[src/design/i2cm_pkg.sv]
// Shared types and codes of the I2C register access master.
package i2cm_pkg;

	localparam logic [1:0] KIND_TICK  = 2'd0;
	localparam logic [1:0] KIND_WRITE = 2'd1;
	localparam logic [1:0] KIND_READ  = 2'd2;

	localparam logic [1:0] CFG_SLAVE_ADDRESS = 2'd0;
	localparam logic [1:0] CFG_HALF_PERIOD   = 2'd1;
	localparam logic [1:0] CFG_ACK_TIMEOUT   = 2'd2;

	localparam logic [9:0] HALF_PERIOD_RESET = 10'd2;
	localparam logic [7:0] ACK_TIMEOUT_RESET = 8'd250;

	typedef struct packed {
		logic [1:0] kind;
		logic [7:0] reg_address;
		logic [7:0] write_data;
		logic       sda_in;
	} cmd_item_t;

	typedef struct packed {
		logic       scl_out;
		logic       sda_out;
		logic       busy_res;
		logic       done_res;
		logic [7:0] read_data;
		logic       nack_error;
	} rsp_item_t;

	typedef struct packed {
		logic [1:0] index;
		logic [9:0] data;
	} cfg_write_t;

	typedef struct packed {
		logic [6:0] slave_address;
		logic [9:0] half_period_ticks;
		logic [7:0] ack_timeout_ticks;
	} cfg_t;

endpackage

[src/design/i2cm_chan_if.sv]
// Valid/ready channel interface carrying one payload of type T.
interface i2cm_chan_if #(parameter type T = logic);
	logic valid;
	logic ready;
	T     payload;

	modport source(output valid, output payload, input ready);
	modport sink(input valid, input payload, output ready);
endinterface

[src/design/i2cm_cfg_regs.sv]
// Configuration register file of the I2C register access master.
module i2cm_cfg_regs
	import i2cm_pkg::*;
(
	input  logic       clk,
	input  logic       arst_n,
	i2cm_chan_if.sink  cfg,
	output cfg_t       regs
);

	cfg_t regs_q;

	assign cfg.ready = 1'b1;
	assign regs      = regs_q;

	always_ff @(posedge clk or negedge arst_n) begin
		if (!arst_n) begin
			regs_q.slave_address     <= 7'd0;
			regs_q.half_period_ticks <= HALF_PERIOD_RESET;
			regs_q.ack_timeout_ticks <= ACK_TIMEOUT_RESET;
		end else if (cfg.valid && cfg.ready) begin
			unique case (cfg.payload.index)
				CFG_SLAVE_ADDRESS: regs_q.slave_address     <= cfg.payload.data[6:0];
				CFG_HALF_PERIOD:   regs_q.half_period_ticks <= cfg.payload.data;
				CFG_ACK_TIMEOUT:   regs_q.ack_timeout_ticks <= cfg.payload.data[7:0];
				default: begin
				end
			endcase
		end
	end

endmodule

[src/design/i2cm_seq.sv]
// Request register, bus sequencer and result register of the I2C master.
module i2cm_seq
	import i2cm_pkg::*;
(
	input  logic        clk,
	input  logic        arst_n,
	input  cfg_t        regs,
	i2cm_chan_if.sink   cmd,
	i2cm_chan_if.source rsp
);

	typedef enum logic [3:0] {
		PH_IDLE, PH_ST_HI, PH_ST_FALL, PH_RS_LOW, PH_RS_HI, PH_RS_FALL,
		PH_BIT_LOW, PH_BIT_HIGH, PH_ACK_REL, PH_ACK_WAIT,
		PH_RD_LOW, PH_RD_HIGH, PH_NACK_LOW, PH_NACK_HIGH, PH_SP_LOW, PH_SP_HIGH
	} phase_t;

	typedef enum logic [1:0] {
		BYTE_ADDR_W, BYTE_REG, BYTE_DATA, BYTE_ADDR_R
	} byte_sel_t;

	logic       valid_s1;
	cmd_item_t  item_s1;
	logic       res_valid_s2;
	rsp_item_t  res_s2;
	logic       advance;

	phase_t     phase_q, n_phase;
	byte_sel_t  byte_q, n_byte;
	logic [2:0] bit_q, n_bit;
	logic [7:0] shift_q, n_shift;
	logic [9:0] delay_q, n_delay;
	logic [7:0] ackw_q, n_ackw;
	logic       rd_q, n_rd;
	logic [7:0] reg_q, n_reg;
	logic [7:0] data_q, n_data;
	logic [7:0] rx_q, n_rx;
	logic       err_q, n_err;
	logic       scl_q, n_scl;
	logic       sda_q, n_sda;
	logic       n_done;

	logic [9:0]  hp;
	logic [10:0] dly_inc;
	logic [7:0]  shl;
	logic [7:0]  rx_shift;

	assign advance     = !res_valid_s2 || rsp.ready;
	assign cmd.ready   = !valid_s1 || advance;
	assign rsp.valid   = res_valid_s2;
	assign rsp.payload = res_s2;

	assign hp       = (regs.half_period_ticks == 10'd0) ? 10'd1 : regs.half_period_ticks;
	assign dly_inc  = {1'b0, delay_q} + 11'd1;
	assign shl      = {shift_q[6:0], 1'b0};
	assign rx_shift = {shift_q[6:0], item_s1.sda_in};

	always_comb begin
		n_phase = phase_q;
		n_byte  = byte_q;
		n_bit   = bit_q;
		n_shift = shift_q;
		n_delay = delay_q;
		n_ackw  = ackw_q;
		n_rd    = rd_q;
		n_reg   = reg_q;
		n_data  = data_q;
		n_rx    = rx_q;
		n_err   = err_q;
		n_scl   = scl_q;
		n_sda   = sda_q;
		n_done  = 1'b0;

		if (phase_q == PH_IDLE) begin
			if (item_s1.kind == KIND_WRITE || item_s1.kind == KIND_READ) begin
				n_rd    = (item_s1.kind == KIND_READ);
				n_reg   = item_s1.reg_address;
				n_data  = item_s1.write_data;
				n_err   = 1'b0;
				n_bit   = 3'd0;
				n_shift = 8'd0;
				n_ackw  = 8'd0;
				n_phase = PH_ST_HI;
				n_delay = 10'd0;
			end
			n_scl = 1'b1;
			n_sda = 1'b1;
		end else if (item_s1.kind == KIND_TICK) begin
			if (phase_q == PH_ACK_WAIT) begin
				if (!item_s1.sda_in) begin
					n_delay = 10'd0;
					n_scl   = 1'b0;
					unique case (byte_q)
						BYTE_ADDR_W: begin
							n_shift = reg_q;
							n_bit   = 3'd0;
							n_byte  = BYTE_REG;
							n_phase = PH_BIT_LOW;
							n_sda   = reg_q[7];
						end
						BYTE_REG: begin
							if (rd_q) begin
								n_phase = PH_RS_LOW;
								n_sda   = 1'b1;
							end else begin
								n_shift = data_q;
								n_bit   = 3'd0;
								n_byte  = BYTE_DATA;
								n_phase = PH_BIT_LOW;
								n_sda   = data_q[7];
							end
						end
						BYTE_DATA: begin
							n_phase = PH_SP_LOW;
							n_sda   = 1'b0;
						end
						BYTE_ADDR_R: begin
							n_shift = 8'd0;
							n_bit   = 3'd0;
							n_phase = PH_RD_LOW;
							n_sda   = 1'b1;
						end
					endcase
				end else if (ackw_q >= regs.ack_timeout_ticks) begin
					n_err   = 1'b1;
					n_phase = PH_SP_LOW;
					n_scl   = 1'b0;
					n_sda   = 1'b0;
					n_delay = 10'd0;
				end else begin
					n_ackw = ackw_q + 8'd1;
				end
			end else begin
				n_delay = dly_inc[9:0];
				if (dly_inc >= {1'b0, hp}) begin
					n_delay = 10'd0;
					unique case (phase_q)
						PH_ST_HI: begin
							n_phase = PH_ST_FALL;
							n_scl   = 1'b1;
							n_sda   = 1'b0;
						end
						PH_ST_FALL: begin
							n_shift = {regs.slave_address, 1'b0};
							n_bit   = 3'd0;
							n_byte  = BYTE_ADDR_W;
							n_phase = PH_BIT_LOW;
							n_scl   = 1'b0;
							n_sda   = regs.slave_address[6];
						end
						PH_RS_LOW: begin
							n_phase = PH_RS_HI;
							n_scl   = 1'b1;
							n_sda   = 1'b1;
						end
						PH_RS_HI: begin
							n_phase = PH_RS_FALL;
							n_scl   = 1'b1;
							n_sda   = 1'b0;
						end
						PH_RS_FALL: begin
							n_shift = {regs.slave_address, 1'b1};
							n_bit   = 3'd0;
							n_byte  = BYTE_ADDR_R;
							n_phase = PH_BIT_LOW;
							n_scl   = 1'b0;
							n_sda   = regs.slave_address[6];
						end
						PH_BIT_LOW: begin
							n_phase = PH_BIT_HIGH;
							n_scl   = 1'b1;
						end
						PH_BIT_HIGH: begin
							n_scl = 1'b0;
							if (bit_q != 3'd7) begin
								n_bit   = bit_q + 3'd1;
								n_shift = shl;
								n_phase = PH_BIT_LOW;
								n_sda   = shl[7];
							end else begin
								n_phase = PH_ACK_REL;
								n_sda   = 1'b1;
							end
						end
						PH_ACK_REL: begin
							n_ackw  = 8'd0;
							n_phase = PH_ACK_WAIT;
							n_scl   = 1'b1;
							n_sda   = 1'b1;
						end
						PH_RD_LOW: begin
							n_phase = PH_RD_HIGH;
							n_scl   = 1'b1;
							n_sda   = 1'b1;
						end
						PH_RD_HIGH: begin
							n_shift = rx_shift;
							n_scl   = 1'b0;
							n_sda   = 1'b1;
							if (bit_q != 3'd7) begin
								n_bit   = bit_q + 3'd1;
								n_phase = PH_RD_LOW;
							end else begin
								n_rx    = rx_shift;
								n_phase = PH_NACK_LOW;
							end
						end
						PH_NACK_LOW: begin
							n_phase = PH_NACK_HIGH;
							n_scl   = 1'b1;
							n_sda   = 1'b1;
						end
						PH_NACK_HIGH: begin
							n_phase = PH_SP_LOW;
							n_scl   = 1'b0;
							n_sda   = 1'b0;
						end
						PH_SP_LOW: begin
							n_phase = PH_SP_HIGH;
							n_scl   = 1'b1;
							n_sda   = 1'b0;
						end
						PH_SP_HIGH: begin
							n_phase = PH_IDLE;
							n_scl   = 1'b1;
							n_sda   = 1'b1;
							n_done  = 1'b1;
						end
						default: begin
							n_phase = PH_IDLE;
							n_scl   = 1'b1;
							n_sda   = 1'b1;
						end
					endcase
				end
			end
		end
	end

	always_ff @(posedge clk or negedge arst_n) begin
		if (!arst_n) begin
			valid_s1     <= 1'b0;
			item_s1      <= '0;
			res_valid_s2 <= 1'b0;
			res_s2       <= '0;
			phase_q      <= PH_IDLE;
			byte_q       <= BYTE_ADDR_W;
			bit_q        <= 3'd0;
			shift_q      <= 8'd0;
			delay_q      <= 10'd0;
			ackw_q       <= 8'd0;
			rd_q         <= 1'b0;
			reg_q        <= 8'd0;
			data_q       <= 8'd0;
			rx_q         <= 8'd0;
			err_q        <= 1'b0;
			scl_q        <= 1'b1;
			sda_q        <= 1'b1;
		end else begin
			if (cmd.valid && cmd.ready) begin
				valid_s1 <= 1'b1;
				item_s1  <= cmd.payload;
			end else if (advance) begin
				valid_s1 <= 1'b0;
			end
			if (advance) begin
				res_valid_s2 <= valid_s1;
				if (valid_s1) begin
					phase_q <= n_phase;
					byte_q  <= n_byte;
					bit_q   <= n_bit;
					shift_q <= n_shift;
					delay_q <= n_delay;
					ackw_q  <= n_ackw;
					rd_q    <= n_rd;
					reg_q   <= n_reg;
					data_q  <= n_data;
					rx_q    <= n_rx;
					err_q   <= n_err;
					scl_q   <= n_scl;
					sda_q   <= n_sda;
					res_s2  <= '{scl_out:    n_scl,
					             sda_out:    n_sda,
					             busy_res:   (n_phase != PH_IDLE),
					             done_res:   n_done,
					             read_data:  n_rx,
					             nack_error: n_err};
				end
			end
		end
	end

endmodule

[src/design/i2c_master_register_access.sv]
// Top level of the I2C register access master.
//
//   channel  role    payload
//   cmd      sink    kind, reg_address, write_data, sda_in
//   rsp      source  scl_out, sda_out, busy_res, done_res, read_data, nack_error
//   cfg      sink    index, data (register write, always ready)
//
// Every request gives exactly one result, held first in the request register and then
// in the result register. One request is taken per clock while rsp is not stalled;
// the two registers let a new request enter while a result still waits on rsp.
// A stalled rsp holds its result and backs up cmd after one further request.
// Reset releases both bus lines and returns the sequencer to idle.
module i2c_master_register_access
	import i2cm_pkg::*;
(
	input  logic        clk,
	input  logic        arst_n,
	i2cm_chan_if.sink   cmd,
	i2cm_chan_if.source rsp,
	i2cm_chan_if.sink   cfg
);

	cfg_t regs;

	i2cm_cfg_regs u_cfg_regs (
		.clk    (clk),
		.arst_n (arst_n),
		.cfg    (cfg),
		.regs   (regs)
	);

	i2cm_seq u_seq (
		.clk    (clk),
		.arst_n (arst_n),
		.regs   (regs),
		.cmd    (cmd),
		.rsp    (rsp)
	);

endmodule

[src/flat_wrapper.sv]
// flat-port wrapper written by rule: the top's interface ports become plain ports
module i2c_master_register_access_flat import i2cm_pkg::*;
  (clk, arst_n, cmd_valid, cmd_payload, cmd_ready, rsp_valid, rsp_payload, rsp_ready, cfg_valid, cfg_payload, cfg_ready);
  i2cm_chan_if #(.T(cmd_item_t)) cmd_i ();
  i2cm_chan_if #(.T(rsp_item_t)) rsp_i ();
  i2cm_chan_if #(.T(cfg_write_t)) cfg_i ();
  input  logic clk;
  input  logic arst_n;
  input wire logic [$bits(cmd_i.valid)-1:0] cmd_valid;
  input wire logic [$bits(cmd_i.payload)-1:0] cmd_payload;
  output wire logic [$bits(cmd_i.ready)-1:0] cmd_ready;
  output wire logic [$bits(rsp_i.valid)-1:0] rsp_valid;
  output wire logic [$bits(rsp_i.payload)-1:0] rsp_payload;
  input wire logic [$bits(rsp_i.ready)-1:0] rsp_ready;
  input wire logic [$bits(cfg_i.valid)-1:0] cfg_valid;
  input wire logic [$bits(cfg_i.payload)-1:0] cfg_payload;
  output wire logic [$bits(cfg_i.ready)-1:0] cfg_ready;
  assign cmd_i.valid = cmd_valid;
  assign cmd_i.payload = cmd_payload;
  assign cmd_ready = cmd_i.ready;
  assign rsp_valid = rsp_i.valid;
  assign rsp_payload = rsp_i.payload;
  assign rsp_i.ready = rsp_ready;
  assign cfg_i.valid = cfg_valid;
  assign cfg_i.payload = cfg_payload;
  assign cfg_ready = cfg_i.ready;
  i2c_master_register_access u_core (.clk(clk), .arst_n(arst_n), .cmd(cmd_i), .rsp(rsp_i), .cfg(cfg_i));
endmodule
[config.mk]
export PLATFORM = sky130hd
export DESIGN_NAME = i2c_master_register_access_flat
export DESIGN_NICKNAME = d
export VERILOG_FILES = /design/src/design/i2cm_pkg.sv /design/src/design/i2cm_chan_if.sv /design/src/design/i2cm_cfg_regs.sv /design/src/design/i2cm_seq.sv /design/src/design/i2c_master_register_access.sv /design/src/flat_wrapper.sv
export SDC_FILE = /design/constraint.sdc
export NUM_CORES = 1
export LEC_CHECK = 0
export ABC_AREA = 1
export BUFFER_PORTS_ARGS = -buffer_cell sky130_fd_sc_hd__buf_2
export CAP_MARGIN = 15
export CORE_MARGIN = 2
export CORE_UTILIZATION = 40
export DETAILED_ROUTE_END_ITERATION = 12
export GPL_ROUTABILITY_DRIVEN = 0
export PLACE_DENSITY_LB_ADDON = 0.12
export SLEW_MARGIN = 30
export SYNTH_ARGS = -nofsm -noshare
export SYNTH_HDL_FRONTEND = slang
export SYNTH_SLANG_ARGS = --single-unit
[constraint.sdc]
create_clock -name clk -period 4.35 [get_ports clk]
set_clock_uncertainty 0.1 [all_clocks]
set_input_delay 0.6525 -clock clk [delete_from_list [all_inputs] [get_ports clk]]
set_output_delay 0.6525 -clock clk [all_outputs]
set_load 0.01 [all_outputs]
==> Flow_metrics.wiki <==
{| class="wikitable"
! Metric !! Value
|-
| Run status || finished clean
|-
| Fraction of post-synthesis cell area in the top cell type by area || 0.4229
|-
| Distinct cell type count of the synthesized netlist || 42
|-
| Part of the power in registers || 0.424
|-
| Class of the most critical hold timing path || in -> async
|-
| H-Tree Depth || 3
|-
| P_sw || 1.350 mW
|-
| Startpoint of the most critical setup path || u_core.u_seq.delay_q[0]
|-
| # resized after CTS || 0
|-
| Average wire per cell in the routed design || 14.22 um
|-
| Post-synthesis to final-layout area growth || 11.48%
|-
| Site Rows || 45
|-
| Setup repair after global routing missed its margin || no
|-
| Max Clock Freq || 315.2 MHz
|-
| CTS buffer count || 9
|-
| Number of max-slew violations in the final report || 0
|-
| Share of synthesized area occupied by flip-flops and latches || 0.4617
|-
| Detail Placement HPWL || 10350 um
|-
| EDFF count, synth || 0
|-
| Bufs on Longest Clock Path || 2
|-
| Root buffer cell || clkbuf_16
|-
| Global-route wire length before repair || 23740 um
|-
| Final hold vios || 0
|-
| Critical path endpoint category || flop
|-
| Synth Flop Type || dfrtp_1
|-
| Async set-or-reset flop fraction in the synthesized netlist || 1.000
|-
| Top cells by area in the synthesized netlist || dfrtp_1 (42%), nand2_1 (12%), o21ai_0 (7.0%)
|-
| Sw Ratio || 0.3908
|-
| Number of optimization iterations in the first detailed-route pass || 5
|-
| Die ar. || 16240 um^2
|-
| Placeable core area || 15030 um^2
|-
| Count of endpoints failing setup in the final report || 0
|-
| Syn_nets || 802
|-
| Ant diodes || 0
|-
| Max capacitance violation total || 0
|-
| Antenna violations before repair || 0
|-
| Violation count after the first detailed-routing iteration || 438
|-
| Fraction of layout instances using a drive strength above 1 || 0.1814
|-
| Mean post-synth cell area || 8.258 um^2
|-
| Sum of overflow across all layers after global routing || 0
|-
| Clock latency reported for the late side of the worst-skew pair || 360 ps
|-
| Total global routing track utilization || 0.1828
|-
| Vias per std cell || 5.063
|-
| Fraction of power consumed by the clock network || 0.253
|-
| Rel. slew slack || 0.4536
|-
| Final Net Count || 842
|-
| Largest area contributor in the netlist || dfrtp_1
|-
| Sum of internal, switching and leakage power || 3.456 mW
|-
| Transition time of the tightest slew-check pin || 819.6 ps
|-
| Worst path arrival time || 3320 ps
|-
| Final critical-path required period || 3172 ps
|-
| Starting Density || 0.4054
|-
| Die Wd || 127.4 um
|-
| Number of I/O port buffers || 50
|-
| Number of global-route vias before repair || 4808
|-
| Share of the cycle needed by the critical path after routing || 0.7293
|-
| Worst supply voltage drop on vdd || 275.0 uV
|-
| Register bit total from synthesis || 112
|-
| Post-route DRC || 0
|-
| Most numerous cell types in the synthesized netlist || nand2_1 (187), dfrtp_1 (103), inv_1 (96)
|-
| Startpoint kind of the worst setup timing path || flop
|-
| Leakage || 3.363 nW
|-
| Number of cells traversed by the worst register-to-register path || 18
|-
| CTS tree || done
|-
| ANT nets after route || 0
|-
| Internal cell power || 2.106 mW
|-
| Number of vias in the routed layout || 4916
|-
| Boundary pin count || 52
|-
| Worst Setup Path Type || reg -> reg
|-
| Crit Path Max Fanout || 13
|-
| Top-count cell post-synth || nand2_1
|-
| Pwr per Cell Area || 508.7 nW/um^2
|-
| Maximum number of pins on one net before global-route repair || 66
|-
| Crit path required time || 4500 ps
|-
| Hold-fix buffers, CTS || 0
|-
| Aggregate routed wire length || 13810 um
|-
| Power share of the combinational group || 0.323
|-
| Post-Syn Instances || 738
|-
| Cell area after synthesis || 6095 um^2
|-
| Setup Total Neg Slack || 0 ps
|-
| Post-CTS Setup Bufs || 0
|-
| Die height || 127.4 um
|-
| Clock Sink Count || 112
|-
| Startpoint of the worst-slack reg-to-reg timing path || u_core.u_seq.delay_q[0]
|-
| Synthesis Warnings || 0
|-
| Post-CTS clock slew at the launch and capture registers of the worst setup and hold paths || 80 ps
|}
worst max-delay path, stage by stage, from the launching register on:
cell     delay, ps
dfrtp_1        430
ha_1           230
nand2_2         80
nor4_1         230
xor2_1         140
ha_1           320
nand2_1         80
nor2_1         110
nand2_1         60
nand2_1         60
nand2_1        120
nand2_4        140
inv_2           50
nand2_1         50
nand2_1         90
nor2_2         410
inv_2          120
o21ai_0        180
nor2_1          60
placed cells by master (no fill, tap or decap), types with 2 or more instances in the layout:
cell	netlist	routed
nand2_1	187	187
nor2_2	9	9
inv_2	7	7
o21ai_2	7	7
nor2_4	4	4
or2_2	2	2
nor4_1	6	6
nand4_1	11	11
dfstp_2	9	9
o211ai_1	9	9
mux2_2	21	21
clkbuf_16	0	9
inv_6	0	2
buf_2	5	49
nand2_2	6	6
nand3_2	3	3
ha_1	28	28
inv_1	96	96
o21ai_0	85	85
o22ai_1	7	7
clkinv_8	0	2
nor2_1	38	38
nand3_1	30	30
a31o_2	3	3
dfrtp_1	103	103
buf_4	3	4
a21oi_1	23	23
nor3_1	2	2
xor2_1	5	5
inv_12	0	2
layer usage:
layer  track usage  routed length [um]
met1        0.2506                6523
met2        0.2966                6486
met3       0.03894                 643
met4       0.04654                 153
met5             0                   0
final cells by class:
class | count | area, um^2
clock inverters | 7 | 93.84
well taps | 188 | 235.2
repair buffers | 53 | 275.3
inverters | 104 | 390.4
fillers | 1487 | 8239
flip-flops and latches | 112 | 2814
clock buffers | 9 | 225.2
multi-input cells | 498 | 2760
cell families (layout without fill, tap and decap cells):
| logic type | after synthesis | count (layout) | share of synthesized area |
|---|---|---|---|
| fa+ha+maj | 28 | 28 | 0.05748 |
| other cells | 1 | 1 | 0.0006153 |
| compound gates | 143 | 143 | 0.1328 |
| buf+inv | 128 | 173 | 0.08540 |
| flops | 112 | 112 | 0.4617 |
| xor+xnor | 5 | 5 | 0.007185 |
| mux | 21 | 21 | 0.03880 |
| simple gates | 300 | 300 | 0.2160 |
worst paths after layout:
kind,endpoint,slack [ps]
min reg2reg,u_core.u_seq.data_q[7],380
max,u_core.u_seq.ackw_q[6],1180
max in group asynchronous,u_core.u_cfg_regs.regs[3],2970
max reg2reg,u_core.u_seq.ackw_q[6],1180
min,u_core.u_seq.rx_q[4],270
min in group clk,u_core.u_seq.data_q[7],380
through the flow:
stage | utilization | hold WS [ps] | setup WS [ps] | cell area, um^2 | cells
floorplan | - | 256.9 | 1629 | 6095 | 738
global placement | 0.4307 | 363.4 | 1299 | 6475 | 955
detailed placement | 0.4307 | 367.6 | 1199 | 6475 | 955
CTS | 0.4519 | 310.9 | 1188 | 6794 | 971
global route | 0.4519 | 343.4 | 884.1 | 6794 | 971
finish | 0.4519 | 268.7 | 1178 | 6794 | 971
sequential cells by signal (all words and copies together) (netlist names), 2 cells and up:
register	count
u_core.u_cfg_regs.regs	25
u_core.u_seq.item_s1	19
u_core.u_seq.delay_q	10
u_core.u_seq.ackw_q	8
u_core.u_seq.data_q	8
u_core.u_seq.reg_q	8
u_core.u_seq.rx_q	8
u_core.u_seq.shift_q	7
u_core.u_seq.phase_q	4
u_core.u_seq.rsp.payload	4
u_core.u_seq.bit_q	3
u_core.u_seq.byte_q	2
power groups by stage:
stage | Clock (mW) | Sequential [mW] | Combinational, mW
floorplan | 0 | 1.42 | 0.885
global placement | 0 | 1.48 | 1.10
detailed placement | 0 | 1.49 | 1.12
CTS | 0.900 | 1.47 | 1.12
global route | 0.951 | 1.50 | 1.30
finish | 0.873 | 1.47 | 1.12
Note: power is estimated with default switching activity, not from simulation.
